## src/sv/cgd_pkg.sv

```systemverilog
package cgd_pkg;

   localparam int unsigned GRAD_WIDTH = 24;
   localparam int unsigned SUM_WIDTH  = 64;

   typedef enum logic {
      CMD_LOAD = 1'b0,
      CMD_EMIT = 1'b1
   } cmd_type;

   typedef struct packed {
      cmd_type                       cmd;
      logic signed [GRAD_WIDTH-1:0]  gradient;
      logic                          restart;
      logic                          last;
   } req_type;

   typedef struct packed {
      logic signed [GRAD_WIDTH-1:0]  direction;
      logic [GRAD_WIDTH-1:0]         beta;
      logic                          beta_valid;
      logic                          zero_norm;
      logic                          end_of_vector;
   } rsp_type;

   typedef enum logic [2:0] {
      BACK_IDLE,
      BACK_LD_MUL,
      BACK_LD_ACC,
      BACK_LD_END,
      BACK_DIV,
      BACK_EM_MUL,
      BACK_EM_OUT
   } back_state_type;

   function automatic logic signed [SUM_WIDTH-1:0] sat_add64(
      input logic signed [SUM_WIDTH-1:0] x,
      input logic signed [SUM_WIDTH-1:0] y
   );
      logic signed [SUM_WIDTH-1:0] s;
      s = x + y;
      if (!x[SUM_WIDTH-1] && !y[SUM_WIDTH-1] && s[SUM_WIDTH-1])
         return {1'b0, {(SUM_WIDTH-1){1'b1}}};
      if (x[SUM_WIDTH-1] && y[SUM_WIDTH-1] && !s[SUM_WIDTH-1])
         return {1'b1, {(SUM_WIDTH-1){1'b0}}};
      return s;
   endfunction

endpackage

```

## src/sv/cgd_front.sv

```systemverilog
// input fifo: decouples the accept side from the back end
module cgd_front
   import cgd_pkg::*;
#(
   parameter int unsigned DEPTH = 4
) (
   input  logic    clock,
   input  logic    reset,
   input  logic    push,
   output logic    full,
   input  req_type push_data,
   output logic    avail,
   input  logic    take,
   output req_type head
);

   localparam int unsigned AW = $clog2(DEPTH);

   req_type           mem [DEPTH];
   logic [AW-1:0]     wr_ff, wr_in, rd_ff, rd_in;
   logic [AW:0]       cnt_ff, cnt_in;
   logic              do_push, do_pop;

   assign full    = (cnt_ff == (AW+1)'(DEPTH));
   assign avail   = (cnt_ff != '0);
   assign do_push = push && !full;
   assign do_pop  = take && avail;
   assign head    = mem[rd_ff];

   always_comb begin
      wr_in  = do_push ? ((wr_ff == AW'(DEPTH-1)) ? '0 : wr_ff + 1'b1) : wr_ff;
      rd_in  = do_pop  ? ((rd_ff == AW'(DEPTH-1)) ? '0 : rd_ff + 1'b1) : rd_ff;
      cnt_in = cnt_ff + (AW+1)'(do_push) - (AW+1)'(do_pop);
   end

   always_ff @(posedge clock) begin
      if (reset) begin
         wr_ff  <= '0;
         rd_ff  <= '0;
         cnt_ff <= '0;
      end else begin
         wr_ff  <= wr_in;
         rd_ff  <= rd_in;
         cnt_ff <= cnt_in;
      end
   end

   always_ff @(posedge clock) begin
      if (do_push) mem[wr_ff] <= push_data;
   end

endmodule

```

## config.mk

```make
export PLATFORM = sky130hd
export DESIGN_NAME = cgd_front
export DESIGN_NICKNAME = d
export VERILOG_FILES = /design/src/sv/cgd_pkg.sv /design/src/sv/cgd_front.sv
export SDC_FILE = /design/constraint.sdc
export NUM_CORES = 1
export LEC_CHECK = 0
export BUFFER_PORTS_ARGS = -buffer_cell sky130_fd_sc_hd__buf_2
export CORE_MARGIN = 3
export CORE_UTILIZATION = 40
export CTS_CLUSTER_DIAMETER = 50
export DETAILED_ROUTE_END_ITERATION = 8
export HOLD_SLACK_MARGIN = 0.03
export PLACE_DENSITY = 0.68
export SLEW_MARGIN = 20
export SYNTH_ARGS = -nofsm -noshare
export SYNTH_HDL_FRONTEND = slang
export SYNTH_SLANG_ARGS = --single-unit
```

## constraint.sdc

```tcl
create_clock -name clock -period 2.3 [get_ports clock]
set_clock_uncertainty 0.2 [all_clocks]
set_input_delay 0.115 -clock clock [delete_from_list [all_inputs] [get_ports clock]]
set_output_delay 0.115 -clock clock [all_outputs]
set_load 0.01 [all_outputs]
```

### Yosys cells after proc, flatten, opt, wreduce, memory -nomap -nowiden

Memories as Yosys holds them, arrays and structs flattened. A register that Yosys moved wholly into a read port is not among the register bits.
Cells that the tools add are included.
W data, S select, Z words.

* bits in writable memories: 108
* logic and storage cells: 21
* memories kept: 1
* register bits after elaboration: 7
* bits of input ports: 31

Memory list
* mem: depth 4, width 27, read ports 1, clocked after memory_dff 1, wr ports 1, line cgd_front.sv:19 `req_type mem [DEPTH];`

* $add $sub $neg: 4
* equality and inequality tests: 3
* muxes and demuxes: 6
* reduce and logical (&&, ||, !) cells: 4

Operators by type and width (count)
* $mux W2: 4
* $add A2 B1 Y2 const B: 2
* $eq A2 B2 Y1 const B: 2
* $add A3 B1 Y3: 1
* $eq A3 B3 Y1 const B: 1
* $reduce_bool A3 Y1: 1
* $sub A3 B1 Y3: 1
* $logic_and A1 B1 Y1: 2
* $mux W1: 2
* $logic_not A1 Y1: 1

### Longest topological paths before layout

Gate-level depths: netlist of run 1.

* depth after elaboration: 5
* gate-level depth with buffers: 12
* depth with buffers taken out: 11

### Worst setup path after synthesis of run 1

Ideal clock, no wire load.

* path kind: reg2reg
* start: register cnt_ff[1]
* end: register cnt_ff[2]
* library setup time: 78 ps
* period minus slack after synthesis: 2513 ps
* cell stages (with the launch flop): 13
* slack: -213 ps
* arrival time: 2236 ps
* cell sequence: dfxtp_1 or3b_1 buf_6 and2_4 inv_1 ha_1 inv_1 ha_1 inv_1 fa_1 xor2_1 and2_1 nor3_1

* cells in the longest elaborated chain, start to end: 5

Ends and longest elaborated chain
* from (decl): line cgd_front.sv:21 `logic [AW:0] cnt_ff, cnt_in;`
* from (signal assigned): line cgd_front.sv:44 `cnt_ff <= cnt_in;`
* $eq A3 B3 Y1: line cgd_front.sv:24 `assign full = (cnt_ff == (AW+1)'(DEPTH));`
* $logic_not A1 Y1: line cgd_front.sv:26 `assign do_push = push && !full;`
* $logic_and A1 B1 Y1: line cgd_front.sv:26
* $add A3 B1 Y3: line cgd_front.sv:33 `cnt_in = cnt_ff + (AW+1)'(do_push) - (AW+1)'(do_pop);`
* $sub A3 B1 Y3 *: line cgd_front.sv:33

Mark *: on every way between the ends. The rest lies on a longest branch, timed or not.
A chain may end at the register's enable or synchronous reset.

### Final worst setup path of run 1

* start: register cnt_ff[0]
* end: register cnt_ff[2]

The elaborated chain is that of the path after synthesis.

==> impl_metrics.py, run 1 <==
metrics = {
    "global_route": {
        "grt-ovfl-total": 0,
        "antenna_found_initial": 0,
        "grt_pass1_vias": 2435,
        "grt_max_degree": 28,
        "globalRouteTotalUtil": 0.1372,
        "grt_pass1_wl_mm": 12.74,
    },
    "timing": {
        "slew_violations": 0,
        "tightest_slew_ps": 767.6,
        "rsz0062_at_grt": "yes",
        "tns_ps": -80.54,
        "min_period_ps": 2381,
        "post-route-worst-setup-slack_ps": -80.54,
        "hold_viol": 0,
        "clock.fmax_ghz": 0.4201,
        "hold_ws_ps": 163.3,
        "finalCritPeriodShare": 1.035,
        "setup_viol": 1,
        "timing.slew.headroom": 0.4882,
    },
    "layout": {
        "drive_gt1_frac": 0.4494,
        "area_delta_synth_final_pct": 32.72,
        "nets": 342,
        "diodes": 0,
        "fin_util": 0.5540,
        "final_cell_count_no_fill": 452,
    },
    "cts": {
        "cts_tree": "built",
        "root_buffer": "clkbuf_8",
        "numCtsBuffers": 17,
        "cts_setup_buffers": 0,
        "clock-sinks": 117,
        "clk_latency_ps": 490,
        "ctsHtreeMaxLevel": 4,
        "clkTransAtPathRegs_ps": 50,
        "clockBufferDepth": 2,
    },
    "pwr": {
        "p_leak_nw": 2.094,
        "power_density_nw_per_um2": 1163,
        "vdd_ir_drop_max_mv": 0.7911,
    },
    "critical_path": {
        "r2r_cells": 11,
        "crit_chain": "or3b_4 > and2_4 > inv_1 > ha_1 > inv_1 > ha_1 > inv_1 > fa_2 > xor2_1 > and2_1 > nor3_1",
        "cp_max_fo": 2,
        "path_common_cell": "inv_1",
        "crit_start": "cnt_ff[0]",
        "start_kind": "register",
        "r2r_slack_ps": -80,
        "cp_top_family": "simple AND/OR/NAND/NOR gates",
        "r2r_end": "cnt_ff[2]",
        "cp_slowest_cell": "or3b_4",
        "cp-end-kind": "register",
        "slowest_delay_ps": 380,
        "r2r_start": "cnt_ff[0]",
        "crit_cells": 11,
        "critPathKind": "register to register",
        "critPathCapture": "cnt_ff[2]",
        "cp.required_ps": 2520,
        "critPathArrivalTime_ps": 2600,
        "cp_num_buf_inv": 3,
    },
    "floorplanning": {
        "coreArea_um2": 10510,
        "row_count": 37,
        "initial_core_util": 0.4174,
        "die_width_um": 110.7,
        "die-area_um2": 12260,
        "die_h_um": 110.7,
        "ios": 60,
    },
    "routing": {
        "wirelength_mm": 7.728,
        "vias": 2188,
        "wl_per_cell_um": 17.10,
        "drt_pass1_iterations": 4,
        "drt_iter0_markers": 105,
        "antenna_left": 0,
        "routed_via_density": 4.841,
        "drc": 0,
    },
    "synth": {
        "synth_area_leaders": "edfxtp_1 (74%), mux4_2 (14%), dfxtp_1 (4.1%)",
        "synth_area_leader_cell": "edfxtp_1",
        "yosys_most_used_dff": "edfxtp_1",
        "ys_ff_latch": 117,
        "syn_inst": 192,
        "ys_types": 26,
        "synth_top_area_share": 0.7393,
        "async_flop_share": 0,
        "yosysSeqAreaShare": 0.7804,
        "yosys_warnings": 0,
        "syn_area_um2": 4387,
        "syn-num-nets": 231,
        "syn_area_per_cell_um2": 22.85,
        "synth_edf_count": 108,
    },
    "place": {
        "gp_congestion": 0.7288,
        "place_ws_ps": -91.15,
        "io_buffers": 59,
        "place_hpwl_mm": 4.522,
        "dpl.cell_count": 390,
    },
    "worst_hold_path": {
        "hold_path.class": "input pin to register",
    },
    "run_status": {
        "violations": "negative setup slack",
        "run_status": "complete, but fails checks",
    },
    "flow_run": {
        "drv_cap": 0,
    },
}
-- power breakdown --
part / leakage, nW / total (mW) / internal (mW) / switching [mW]
sequential: 1.06 / 2.70 / 2.62 / 0.0846
combinational: 0.731 / 1.33 / 0.678 / 0.657
clock: 0.298 / 2.74 / 1.86 / 0.876
total: 2.09 / 6.77 / 5.15 / 1.62
-- how the worst min path moves through the flow --
stage | cells after the start | slack [ps] | startpoint | endpoint
global placement | 1 | 130 | push_data[12] | mem[1][12]
floorplan | 0 | 10 | push_data[0] | mem[0][0]
global route | 2 | 160 | push_data[26] | mem[3][26]
CTS | 2 | 130 | push_data[17] | mem[1][17]
finish | 2 | 160 | push_data[26] | mem[1][26]
detailed placement | 1 | 130 | push_data[4] | mem[3][4]
-- synthesized netlist by cell type, types with 2 or more instances --
| cell | count |
|---|---|
| inv_1 | 7 |
| clkbuf_1 | 2 |
| dfxtp_1 | 9 |
| nand3_1 | 2 |
| edfxtp_1 | 108 |
| ha_1 | 7 |
| and3_2 | 4 |
| buf_6 | 3 |
| mux4_2 | 27 |
| buf_2 | 3 |
| a21oi_1 | 2 |
| nor2_1 | 3 |
| nor3_1 | 2 |
-- kinds of logic after synthesis --
logic type               count (synthesis)  synth area share
AO/OA/AOI/OAI                            5          0.008558
XOR/XNOR                                 1          0.001997
adder cells (fa/ha/maj)                  8           0.02453
buffers and inverters                   15           0.01883
flip-flops                             117            0.7804
multiplexers                            28            0.1409
AND/OR/NAND/NOR                         18           0.02482
-- registers in the layout, summed over array words and instances (netlist names), named ones only --
signal	flops
mem	108
cnt_ff	3
rd_ff	2
wr_ff	2
-- per-layer routing --
layer	global-route usage	share of wire	routed length, µm
met3	0.04694	0.039	304
met4	0.04926	0.012	90
met2	0.2371	0.53	4116
met5	0	0	0
met1	0.1592	0.42	3216
-- timing repair --
item,CTS,global route
hold buffers,30,0
gates resized for setup,0,2
endpoints found under the hold margin,117,0
setup endpoints to repair,1,2
-- metrics by stage --
stage | total power, mW | cell area, µm²
5_1_grt | 7.078 | 5822
2_1_floorplan | 3.577 | 4393
3_5_place_dp | 4.072 | 4887
3_3_place_gp | 4.043 | 4887
4_1_cts | 6.858 | 5814
6_report | 6.771 | 5822
-- area by class of cell --
class	count	area [µm²]
Timing Repair Buffer	100	678.2
Sequential cell	117	3430
Multi-Input combinational cell	60	890.9
Fill cell	807	4687
Tap cell	136	170.2
Clock inverter	14	209.0
Inverter	7	26.28
Clock buffer	18	417.9
-- cell usage in the layout, fill, tap and decap left out, types with 2 or more instances in the layout --
master and instances:
bufinv_16 5, clkinv_2 3, o31ai_2 2, ha_1 7, dlygate4sd3_1 30, dfxtp_1 4
buf_2 59, dfxtp_2 5, buf_4 11, edfxtp_1 108, nor2_1 3, and3_2 4
inv_1 7, nand3_1 2, clkinv_4 2, mux4_2 27, clkinvlp_4 3, clkbuf_16 16
a21oi_1 2, nor3_1 2
Note: power is estimated with default switching activity, not from simulation.
==> run 2, diff against run 1 <==
--- a/config.mk
+++ b/config.mk
@@ -7,11 +7,11 @@
 export LEC_CHECK = 0
 export BUFFER_PORTS_ARGS = -buffer_cell sky130_fd_sc_hd__buf_2
 export CORE_MARGIN = 3
-export CORE_UTILIZATION = 40
+export CORE_UTILIZATION = 50
 export CTS_CLUSTER_DIAMETER = 50
 export DETAILED_ROUTE_END_ITERATION = 8
 export HOLD_SLACK_MARGIN = 0.03
-export PLACE_DENSITY = 0.68
+export PLACE_DENSITY = 0.81
 export SLEW_MARGIN = 20
 export SYNTH_ARGS = -nofsm -noshare
 export SYNTH_HDL_FRONTEND = slang
==> impl_metrics.py, run 2 (synthesized netlist as in run 1, its figures left out) <==
metrics = {
    "global_route": {
        "grt_max_degree": 28,
        "grt_use_met3": 0.05259,
        "antenna_found_initial": 0,
        "met1_usage": 0.2061,
        "grt_pass1_wl_mm": 12.45,
        "grt-ovfl-total": 0,
        "use_met2": 0.2868,
        "grt_pass1_vias": 2389,
        "globalRouteTotalUtil": 0.1705,
        "globalRoute.busiestLayer": "met2",
    },
    "critical_path": {
        "critPathKind": "register to register",
        "path_common_cell": "inv_1",
        "r2r_slack_ps": -130,
        "cp_max_fo": 2,
        "r2r_start": "cnt_ff[1]",
        "cp-end-kind": "register",
        "critPathArrivalTime_ps": 2610,
        "r2r_cells": 11,
        "cp_slowest_cell": "or3b_4",
        "crit_chain": "or3b_4 > and2_4 > inv_1 > ha_1 > inv_1 > ha_1 > inv_1 > fa_2 > xor2_1 > and2_1 > nor3_2",
        "slowest_delay_ps": 390,
        "r2r_end": "cnt_ff[2]",
        "start_kind": "register",
        "cp.required_ps": 2480,
    },
    "routing": {
        "wirelength_mm": 7.707,
        "drt_iter0_markers": 106,
        "drc": 0,
        "routed_via_density": 5.154,
        "drt_pass1_iterations": 4,
        "antenna_left": 0,
        "wl_per_cell_um": 18.31,
        "vias": 2170,
    },
    "cts": {
        "clkTransAtPathRegs_ps": 50,
        "clockBufferDepth": 2,
        "cts_tree": "built",
        "ctsHtreeMaxLevel": 4,
        "clk_latency_ps": 490,
        "clock-sinks": 117,
        "root_buffer": "clkbuf_8",
        "numCtsBuffers": 17,
    },
    "floorplanning": {
        "coreArea_um2": 8382,
        "die-area_um2": 9933,
        "ios": 60,
        "die_h_um": 99.67,
        "initial_core_util": 0.5234,
        "row_count": 33,
        "die_width_um": 99.67,
    },
    "run_status": {
        "violations": "negative setup slack",
        "run_status": "complete, but fails checks",
    },
    "pwr": {
        "seqPwrFrac": 0.407,
        "power_mw": 6.642,
        "internal_power_mw": 5.053,
        "switching_share": 0.2391,
        "p_leak_nw": 2.085,
        "power_density_nw_per_um2": 1153,
        "combPwrFrac": 0.207,
        "power.net_switching_mw": 1.588,
        "clkPwrFrac": 0.386,
        "vdd_ir_drop_max_mv": 0.6051,
    },
    "timing": {
        "timing.slew.headroom": 0.5136,
        "min_period_ps": 2425,
        "slew_violations": 0,
        "setup_viol": 1,
        "clock.fmax_ghz": 0.4124,
        "finalCritPeriodShare": 1.054,
        "hold_viol": 0,
        "rsz0062_at_grt": "yes",
        "tightest_slew_ps": 729.7,
        "hold_ws_ps": 162.7,
        "post-route-worst-setup-slack_ps": -125.0,
    },
    "worst_hold_path": {
        "hold_start": "push_data[19]",
        "whs_endpoint": "mem[0][19]",
        "min_path_cells": 2,
        "hold_path.class": "input pin to register",
    },
    "layout": {
        "layout_common_cells": "edfxtp_1 (108), buf_2 (59), dlygate4sd3_1 (30), mux4_2 (27), clkbuf_16 (16)",
        "diodes": 0,
        "postLayoutCellArea_um2": 5761,
        "drive_gt1_frac": 0.4367,
        "nets": 342,
        "nFillCells": 534,
        "area_delta_synth_final_pct": 31.32,
        "regMostFlops": "mem",
        "final_cell_count_no_fill": 421,
        "largest_reg_flops": 108,
        "fin_util": 0.6873,
        "reg.largest.list": "mem: 108 flops, cnt_ff: 3 flops",
        "final_common_cell": "edfxtp_1",
    },
    "place": {
        "dpl.cell_count": 358,
        "placed_area_um2": 4852,
        "gp_congestion": 0.6951,
        "place_hpwl_mm": 4.550,
        "io_buffers": 59,
    },
    "flow_run": {
        "drv_cap": 0,
    },
}
## run 2: worst max-delay path: cells and delay by family, from the launching register on
kind	cells	cell delay (ps)
AND/OR/NAND/NOR	4	770
adder cells (fa/ha/maj)	3	700
flip-flops	1	320
XOR/XNOR	1	180
buffers and inverters	3	160
## run 2: per-stage QoR
step / setup TNS, ps / setup slack [ps]
finish: -125.0 / -125.0
global route: -178.7 / -178.7
CTS: -144.1 / -144.1
detailed placement: -156.7 / -156.7
global placement: -50.53 / -50.53
floorplan: -147.8 / -139.7
## run 2: power by group through the flow
| stage | sequential, mW | combinational (mW) | clock (mW) |
|---|---|---|---|
| floorplan | 2.71 | 0.871 | 0 |
| global placement | 2.73 | 1.30 | 0 |
| detailed placement | 2.74 | 1.34 | 0 |
| CTS | 2.71 | 1.40 | 2.60 |
| global route | 2.73 | 1.49 | 2.70 |
| finish | 2.70 | 1.38 | 2.56 |
## run 2: worst max path at each step
| stage | startpoint | end | slack [ps] | cells after the start |
|---|---|---|---|---|
| 2_1_floorplan | cnt_ff[0] | cnt_ff[2] | -140 | 12 |
| 3_3_place_gp | cnt_ff[0] | cnt_ff[2] | -50 | 11 |
| 3_5_place_dp | cnt_ff[1] | cnt_ff[2] | -160 | 11 |
| 4_1_cts | cnt_ff[1] | cnt_ff[2] | -140 | 11 |
| 5_1_grt | cnt_ff[1] | cnt_ff[2] | -180 | 11 |
| 6_report | cnt_ff[1] | cnt_ff[2] | -130 | 11 |
## run 2: per-layer routing
metal	part of all wire	vias up
met5	0	-
met4	0.018	0
met3	0.036	10
met2	0.53	48
met1	0.41	1100
li1	-	1012
## run 2: layout make-up
class,count,area (µm²),area share
Clock buffer,19,421.7,0.07320
Clock inverter,13,162.7,0.02824
Inverter,7,26.28,0.004561
Multi-Input combinational cell,60,895.9,0.1555
Sequential cell,117,3428,0.5951
Tap cell,105,131.4,0.02281
Timing Repair Buffer,100,694.4,0.1205
## run 2: timing repair
item / CTS / global route
gates resized for setup: 2 / 2
setup buffers: 1 / 0
setup endpoints to repair: 2 / 2
endpoints found under the hold margin: 117 / 0
pin swaps: 1 / 0
hold buffers: 30 / 0
